<file path="src/rtl/sfr_pkg.sv">
// Shared types and codes for the stuffed frame receiver.
package sfr_pkg;

  localparam int ByteW  = 8;
  localparam int PhaseW = 3;
  localparam int KindW  = 3;
  localparam int CfgIdxW = 2;

  // Receive phases.
  localparam logic [PhaseW-1:0] PH_IDLE = 3'd0;
  localparam logic [PhaseW-1:0] PH_CMD  = 3'd1;
  localparam logic [PhaseW-1:0] PH_LEN  = 3'd2;
  localparam logic [PhaseW-1:0] PH_DATA = 3'd3;
  localparam logic [PhaseW-1:0] PH_CSUM = 3'd4;

  // Byte kinds reported with each item.
  localparam logic [KindW-1:0] KIND_START = 3'd0;
  localparam logic [KindW-1:0] KIND_CMD   = 3'd1;
  localparam logic [KindW-1:0] KIND_LEN   = 3'd2;
  localparam logic [KindW-1:0] KIND_DATA  = 3'd3;
  localparam logic [KindW-1:0] KIND_CSUM  = 3'd4;

  // Configuration register indexes.
  localparam logic [CfgIdxW-1:0] CFG_START_BYTE  = 2'd0;
  localparam logic [CfgIdxW-1:0] CFG_ESCAPE_BYTE = 2'd1;
  localparam logic [CfgIdxW-1:0] CFG_ESCAPE_MASK = 2'd2;

  // Configuration reset values.
  localparam logic [ByteW-1:0] START_BYTE_RST  = 8'd126;
  localparam logic [ByteW-1:0] ESCAPE_BYTE_RST = 8'd125;
  localparam logic [ByteW-1:0] ESCAPE_MASK_RST = 8'd32;

  typedef struct packed {
    logic [PhaseW-1:0] phase;
    logic [ByteW-1:0]  bytes_left;
    logic [ByteW-1:0]  running_sum;
    logic              escape_pending;
  } rx_state_t;

  typedef struct packed {
    logic [ByteW-1:0] frame_byte;
    logic [KindW-1:0] byte_kind;
    logic             frame_end;
    logic             frame_good;
  } rx_result_t;

  typedef struct packed {
    logic [ByteW-1:0] start_byte;
    logic [ByteW-1:0] escape_byte;
    logic [ByteW-1:0] escape_mask;
  } rx_cfg_t;

endpackage

</file>
<file path="src/rtl/sfr_decode.sv">
// Unescaping and frame phase decode for one received byte.
module sfr_decode (
  input  sfr_pkg::rx_state_t  state,
  input  sfr_pkg::rx_cfg_t    cfg,
  input  logic [7:0]          rx_byte,
  output sfr_pkg::rx_state_t  state_next,
  output logic                emit,
  output sfr_pkg::rx_result_t result
);
  import sfr_pkg::*;

  logic [ByteW-1:0] b;
  logic [ByteW-1:0] sum_add;
  logic [ByteW-1:0] left_dec;

  assign b        = state.escape_pending ? (rx_byte ^ cfg.escape_mask) : rx_byte;
  assign sum_add  = state.running_sum + b;
  assign left_dec = state.bytes_left - 8'd1;

  always_comb begin
    state_next = state;
    emit       = 1'b0;
    result.frame_byte = b;
    result.byte_kind  = KIND_START;
    result.frame_end  = 1'b0;
    result.frame_good = 1'b0;
    if (rx_byte == cfg.escape_byte) begin
      // An escape only arms the mask, even when one is already armed.
      state_next.escape_pending = 1'b1;
    end else begin
      state_next.escape_pending = 1'b0;
      case (state.phase)
        PH_CMD: begin
          state_next.running_sum = sum_add;
          state_next.phase       = PH_LEN;
          emit                   = 1'b1;
          result.byte_kind       = KIND_CMD;
        end
        PH_LEN: begin
          state_next.running_sum = sum_add;
          state_next.bytes_left  = b;
          state_next.phase       = PH_DATA;
          emit                   = 1'b1;
          result.byte_kind       = KIND_LEN;
        end
        PH_DATA: begin
          state_next.running_sum = sum_add;
          emit                   = 1'b1;
          result.byte_kind       = KIND_DATA;
          if (state.bytes_left == '0) begin
            // A zero length frame is aborted on this byte.
            state_next.phase = PH_IDLE;
            result.frame_end = 1'b1;
          end else begin
            state_next.bytes_left = left_dec;
            if (left_dec == '0) begin
              state_next.phase = PH_CSUM;
            end
          end
        end
        PH_CSUM: begin
          state_next.phase  = PH_IDLE;
          emit              = 1'b1;
          result.byte_kind  = KIND_CSUM;
          result.frame_end  = 1'b1;
          result.frame_good = (b == state.running_sum);
        end
        default: begin
          // Idle, and any unused phase code, hunts for the start byte.
          state_next.phase = PH_IDLE;
          if (b == cfg.start_byte) begin
            state_next.running_sum = b;
            state_next.phase       = PH_CMD;
            emit                   = 1'b1;
            result.byte_kind       = KIND_START;
          end
        end
      endcase
    end
  end

endmodule

</file>
<file path="src/rtl/stuffed_frame_receiver.sv">
// Top level of the byte-stuffed frame receiver with additive checksum.
//
// The receiver takes one raw line byte per item and returns each byte that
// belongs to a frame, unescaped, together with its kind (start, command,
// length, payload, checksum). An escape byte produces nothing and causes
// the next byte to be XORed with the escape mask. The checksum item carries
// frame_end with frame_good set when the 8-bit wrapping sum of start,
// command, length and payload bytes matches; a zero length frame ends on
// the following byte with frame_end set and frame_good clear. Throughput is
// one item per clock cycle while out_ready keeps the result register free:
// a received byte sits in an input register, then the decode logic updates
// the frame state and loads the result register, which drives the outputs,
// once that register can take its output.
// The input side keeps accepting while a finished result waits to be
// taken, as long as that result drains by the time the held byte needs the
// output register. Configuration registers take effect on the next byte
// decoded and should be written while no item is in flight.
module stuffed_frame_receiver (
  input  logic       clk,
  input  logic       rst,
  // Configuration write port.
  input  logic       cfg_we,
  input  logic [1:0] cfg_index,
  input  logic [7:0] cfg_data,
  // Received byte channel.
  input  logic       in_valid,
  output logic       in_ready,
  input  logic [7:0] rx_byte,
  // Result channel.
  output logic       out_valid,
  input  logic       out_ready,
  output logic [7:0] frame_byte,
  output logic [2:0] byte_kind,
  output logic       frame_end,
  output logic       frame_good
);
  import sfr_pkg::*;

  rx_cfg_t          cfg;
  rx_state_t        state;
  rx_state_t        state_next;
  rx_result_t       dec_result;
  rx_result_t       result;
  logic             dec_emit;
  logic             in_full;
  logic [ByteW-1:0] in_byte;
  logic             advance;

  // The held byte is decoded when the result register can take its output.
  assign advance  = in_full && (!out_valid || out_ready);
  assign in_ready = !in_full || advance;

  always_ff @(posedge clk) begin
    if (rst) begin
      cfg.start_byte  <= START_BYTE_RST;
      cfg.escape_byte <= ESCAPE_BYTE_RST;
      cfg.escape_mask <= ESCAPE_MASK_RST;
    end else if (cfg_we) begin
      case (cfg_index)
        CFG_START_BYTE:  cfg.start_byte  <= cfg_data;
        CFG_ESCAPE_BYTE: cfg.escape_byte <= cfg_data;
        CFG_ESCAPE_MASK: cfg.escape_mask <= cfg_data;
        default: begin
          // Writes beyond the register list are dropped.
        end
      endcase
    end
  end

  // Input register.
  always_ff @(posedge clk) begin
    if (rst) begin
      in_full <= 1'b0;
    end else if (in_valid && in_ready) begin
      in_full <= 1'b1;
    end else if (advance) begin
      in_full <= 1'b0;
    end
  end

  always_ff @(posedge clk) begin
    if (in_valid && in_ready) begin
      in_byte <= rx_byte;
    end
  end

  sfr_decode u_decode (
    .state      (state),
    .cfg        (cfg),
    .rx_byte    (in_byte),
    .state_next (state_next),
    .emit       (dec_emit),
    .result     (dec_result)
  );

  // Frame state moves once per decoded byte.
  always_ff @(posedge clk) begin
    if (rst) begin
      state.phase          <= PH_IDLE;
      state.bytes_left     <= '0;
      state.running_sum    <= '0;
      state.escape_pending <= 1'b0;
    end else if (advance) begin
      state <= state_next;
    end
  end

  // Result register.
  always_ff @(posedge clk) begin
    if (rst) begin
      out_valid <= 1'b0;
    end else if (advance && dec_emit) begin
      out_valid <= 1'b1;
    end else if (out_ready) begin
      out_valid <= 1'b0;
    end
  end

  always_ff @(posedge clk) begin
    if (advance && dec_emit) begin
      result <= dec_result;
    end
  end

  assign frame_byte = result.frame_byte;
  assign byte_kind  = result.byte_kind;
  assign frame_end  = result.frame_end;
  assign frame_good = result.frame_good;

endmodule

</file>
<file path="config.mk">
export PLATFORM = sky130hd
export DESIGN_NAME = stuffed_frame_receiver
export DESIGN_NICKNAME = d
export VERILOG_FILES = /design/src/rtl/sfr_pkg.sv /design/src/rtl/sfr_decode.sv /design/src/rtl/stuffed_frame_receiver.sv
export SDC_FILE = /design/constraint.sdc
export NUM_CORES = 1
export LEC_CHECK = 0
export ABC_AREA = 1
export BUFFER_PORTS_ARGS = -buffer_cell sky130_fd_sc_hd__buf_2
export CORE_ASPECT_RATIO = 1.2
export CORE_MARGIN = 1.5
export CORE_UTILIZATION = 40
export CTS_CLUSTER_DIAMETER = 40
export DETAILED_ROUTE_END_ITERATION = 12
export GPL_TIMING_DRIVEN = 0
export SYNTH_ARGS = -nofsm -noshare
export SYNTH_HDL_FRONTEND = slang
export SYNTH_HIERARCHICAL = 1
export SYNTH_SLANG_ARGS = --single-unit
</file>
<file path="constraint.sdc">
create_clock -name clk -period 3.09 [get_ports clk]
set_clock_uncertainty 0.15 [all_clocks]
set_input_delay 0.309 -clock clk [delete_from_list [all_inputs] [get_ports clk]]
set_output_delay 0.309 -clock clk [all_outputs]
set_load 0.01 [all_outputs]
</file>
== Word level (Yosys, flattened, before mapping) ==
Cells that the tools add are included.
Storage, ports and cells
  output and inout port bits: 15
  logic and storage cells: 73
  flip-flop bits (word level): 67
Operators by class
  equality and inequality tests: 11
  add/sub/neg operators: 2
  bitwise operators: 3
  mux-type cells: 20
  reductions and logical operators: 23
Operators by type and width (number)
  $pmux 8 s2: 2
  $eq 8x8->1: 3
  $mux 8: 3
  $pmux 3 s4: 2
  $logic_not 8->1: 2
  $mux 1: 10
  $add 8x8->8: 1
  $reduce_and 4->1: 2
  $reduce_bool 2->1: 4
  $sub 8x1->8 const B: 1
  $xor 8x8->8: 1
  $eq 3x2->1 const B: 2
  $mux 3: 2
  $reduce_and 2->1: 3
  $reduce_or 4->1: 1
  $eq 3x1->1 const B: 1
  $eq 3x3->1 const B: 1
  $logic_and 1x1->1: 3
  $ne 3x1->1 const B: 1
  $reduce_and 3->1: 1
  $reduce_or 3->1: 1
  $eq 2x1->1 const B: 1
  $eq 2x2->1 const B: 1
  $logic_not 1->1: 2
  other kinds (6): 8

== Logic depth before layout (Yosys ltp) ==
  depth after elaboration: 8
  gate-level depth with buffers: 21
  mapped depth without buffers: 19

== By module ==
The synthesis kept the hierarchy.
Modules (own cells, without submodules)
  stuffed_frame_receiver: sequential area each 1551.5 µm², times used 1, cells an instance 300, area an instance 2605.0 µm²
  sfr_decode: sequential area each 0.0 µm², times used 1, cells an instance 329, area an instance 1707.9 µm²

== Worst setup path before layout ==
Ideal clock, no wire load.
  kind: reg2reg
  start point: register state[0] (netlist name)
  end point: register result, in the netlist byte_kind[0], enable pin
  cell stages (with the launch flop): 13
  arrival: 1968 ps
  buffers on the path: 2
  path slack: 589 ps
  cell sequence: dfxtp_1 buf_6 buf_12 nand3_1 nand2_2 nand2_2 nand2_2 nand2_1 nor2_2 nand2_4 a21oi_4 inv_1 nor2_1
RTL lines
  end signal: assignment: RTL line stuffed_frame_receiver.sv:121  | result <= dec_result;
  end: declaration: RTL line stuffed_frame_receiver.sv:43  | rx_result_t result;

==> results.py <==
metrics = {
    "cells_and_area": {
        "multi_input_area_mm2": 0.002256,
        "layout-drive-gt1-share": 0.1754,
        "n_fill_cell": 1069,
        "n_antenna_cell": 0,
        "final_cells": 819,
        "fin_nets": 719,
        "regArea_mm2": 0.001551,
        "area_growth_pct": 17.58,
    },
    "synthesis": {
        "syn_area_mm2": 0.004313,
        "synth_ff_type": "dfxtp_1",
        "synth_fp_nets": 663,
        "yosys.cell_count.top_type": "nand2_1",
        "ys_ff_latch": 67,
        "yosysWarnings": 6,
        "syn_avg_cell_area_um2": 6.857,
        "synth_area_leaders": "dfxtp_1 21%, edfxtp_1 15%, nand2_1 14%",
        "synthDominantCellAreaShare": 0.2135,
        "yosysSeqAreaShare": 0.3597,
        "syn_inst": 629,
        "async_reset_ff_frac": 0,
        "netlist-cell-type-count": 36,
        "synth_edf_count": 21,
        "synth_common_cells": "165 x nand2_1, 88 x inv_1, 81 x nand3_1",
        "yosysTopAreaCell": "dfxtp_1",
    },
    "timing": {
        "clock.fmax_ghz": 0.3602,
        "tightest_slew_ns": 0.6926,
        "hold_violations": 0,
        "setup_tns_ns": 0,
        "slew_headroom": 0.5347,
        "setup_viol": 0,
        "period_share": 0.8984,
        "final-max-slew-violation-count": 0,
        "period_needed_ns": 2.776,
        "rsz0062_at_grt": "false",
    },
    "detailed_routing": {
        "first_iter_violations": 229,
        "antenna_left": 0,
        "dr.pass1.iters": 5,
        "vias": 4128,
        "wl_mm": 11.44,
        "routedWlPerCell_um": 13.97,
        "drc": 0,
        "viasPerCell": 5.040,
    },
    "critical_path": {
        "cp.required_ns": 3.17,
        "endpoint_kind": "register",
        "crit_path_start_kind": "register",
        "worst-path-max-fanout": 10,
        "critPathKind": "register to register",
        "arrival_ns": 2.86,
    },
    "floorplan": {
        "die_width_um": 97.79,
        "rows": 41,
        "die_h_um": 116.8,
        "core-area_mm2": 0.01052,
        "num_io_pins": 38,
        "dieArea_mm2": 0.01142,
        "start_util": 0.4101,
    },
    "global_routing": {
        "grt-ovfl-total": 0,
        "met1_usage": 0.2506,
        "met2_usage": 0.3713,
        "grt_busiest_layer": "met2",
        "grt_first_pass_wirelength_mm": 18.49,
        "grt_max_degree": 14,
        "met3_usage": 0.03411,
        "antenna_found_initial": 0,
        "grt_util_all_layers": 0.2080,
        "grt_pass1_vias": 3708,
    },
    "placement": {
        "gp_congestion": 0.9274,
        "dp_cells": 794,
        "numPortBuffers": 36,
        "hpwl_mm": 8.456,
    },
    "power": {
        "ir_worst_vdd_mv": 0.3184,
        "power_leakage_nw": 2.464,
        "power.density_mw_per_mm2": 513.3,
    },
    "cts": {
        "htree_levels": 3,
        "numCtsBuffers": 9,
        "clockRootBuffer": "clkbuf_16",
        "cts_tree": "done",
        "clkLatencyLatePin_ns": 0.34,
        "cts.sinks": 67,
        "clkSlewWorstSetupHoldPaths_ns": 0.06,
        "clk_path_buf_depth": 2,
    },
    "hold_path": {
        "hp-class": "primary input to register",
    },
    "status": {
        "status": "finished, final reports clean",
    },
    "flow_run": {
        "cap_violations": 0,
    },
}
state kept, by name (all words and copies together) (netlist names):
| signal | count |
|---|---|
| frame_good | 1 |
| state | 20 |
| in_full | 1 |
| frame_byte | 8 |
| byte_kind | 3 |
| in_byte | 8 |
| out_valid | 1 |
| cfg | 24 |
| frame_end | 1 |
metrics by stage:
step | cell area (µm²) | hold WS [ns] | util | setup slack (ns) | total power [mW]
floorplan | 4313 | 0.2281 | - | 0.5892 | 1.366
global placement | 4654 | 0.3112 | 0.4426 | 0.09320 | 1.480
detailed placement | 4654 | 0.3132 | 0.4426 | 0.06959 | 1.491
CTS | 5069 | 0.05484 | 0.4820 | 0.04971 | 2.621
global route | 5071 | 0.09286 | 0.4822 | 0.05813 | 2.730
finish | 5071 | 0.06393 | 0.4822 | 0.3141 | 2.603
kinds of logic after synthesis:
logic type	after synthesis	synth area share
AND/OR/NAND/NOR	377	0.4064
flip-flops	67	0.3597
adder cells (fa/ha/maj)	11	0.03365
buffers and inverters	114	0.1178
AO/OA/AOI/OAI	55	0.07224
XOR/XNOR	5	0.01015
report_power, final:
group | switching [mW] | internal (mW)
Clock | 0.408 | 0.711
Sequential | 0.0391 | 0.960
Combinational | 0.303 | 0.181
Total | 0.750 | 1.85
critical path: stages, from the launching register on:
cell and delay (ns):
dfxtp_1 0.34, buf_6 0.15, buf_12 0.14, nand2_1 0.05, nand2_1 0.08, nand2_2 0.14, ha_1 0.25, fa_1 0.43
nand3_1 0.13, nand2_1 0.06, nand2_1 0.08, a21oi_1 0.08, nor2_1 0.10, nand2_1 0.06, nand3_1 0.08, nand2_1 0.05
nand2_1 0.05, nand2_1 0.05, inv_1 0.04, nand3_1 0.07, nand2_1 0.07, nor2_1 0.04
what timing repair did:
action / CTS / global route
hold buffers: 9 / 0
resized for setup: 0 / 1
setup endpoints to repair: 0 / 13
buffers inserted: 0 / 0
endpoints found under the hold margin: 9 / 0
metal layers:
metal	vias to the layer above	wire length, µm
li1	2136	-
met1	1871	4933
met2	106	5741
met3	15	535
met4	0	233
met5	-	0
cell type report:
| class | instances | area share |
|---|---|---|
| repair buffers | 45 | 0.05329 |
| clock inverters | 7 | 0.01949 |
| multi-input cells | 448 | 0.4449 |
| plain buffers | 22 | 0.03158 |
| flip-flops and latches | 67 | 0.3059 |
| well taps | 129 | 0.03183 |
| clock buffers | 9 | 0.04441 |
| inverters | 92 | 0.06859 |
placed cells by master (no fill, tap or decap), types with 4 or more instances in the layout:
cell type / netlist / routed
nand2_2: 21 / 21
nand3_1: 81 / 81
dlygate4sd3_1: 0 / 9
nor2_1: 63 / 62
edfxtp_1: 21 / 21
buf_6: 5 / 5
or2_2: 9 / 9
xor2_1: 4 / 4
nand2_1: 165 / 165
a21oi_1: 34 / 34
inv_1: 88 / 88
buf_2: 13 / 49
dfxtp_1: 46 / 46
nand3b_1: 6 / 6
ha_1: 10 / 10
nor3_1: 6 / 6
nand4_1: 13 / 13
o21ai_0: 10 / 10
a22oi_1: 7 / 7
clkbuf_16: 0 / 9
worst paths after layout:
kind | start | end | slack, ns | depth (start not counted)
max | state[0]$_SDFFE_PP0P_ | state[7]$_SDFFE_PP0P_ | 0.31 | 21
min | in_valid | in_full$_SDFFE_PP0P_ | 0.06 | 3
max reg2reg | state[0]$_SDFFE_PP0P_ | state[7]$_SDFFE_PP0P_ | 0.31 | 21
min reg2reg | cfg[22]$_SDFFE_PP1P_ | cfg[22]$_SDFFE_PP1P_ | 0.32 | 2
No activity file was read; power rests on OpenSTA's default activity.
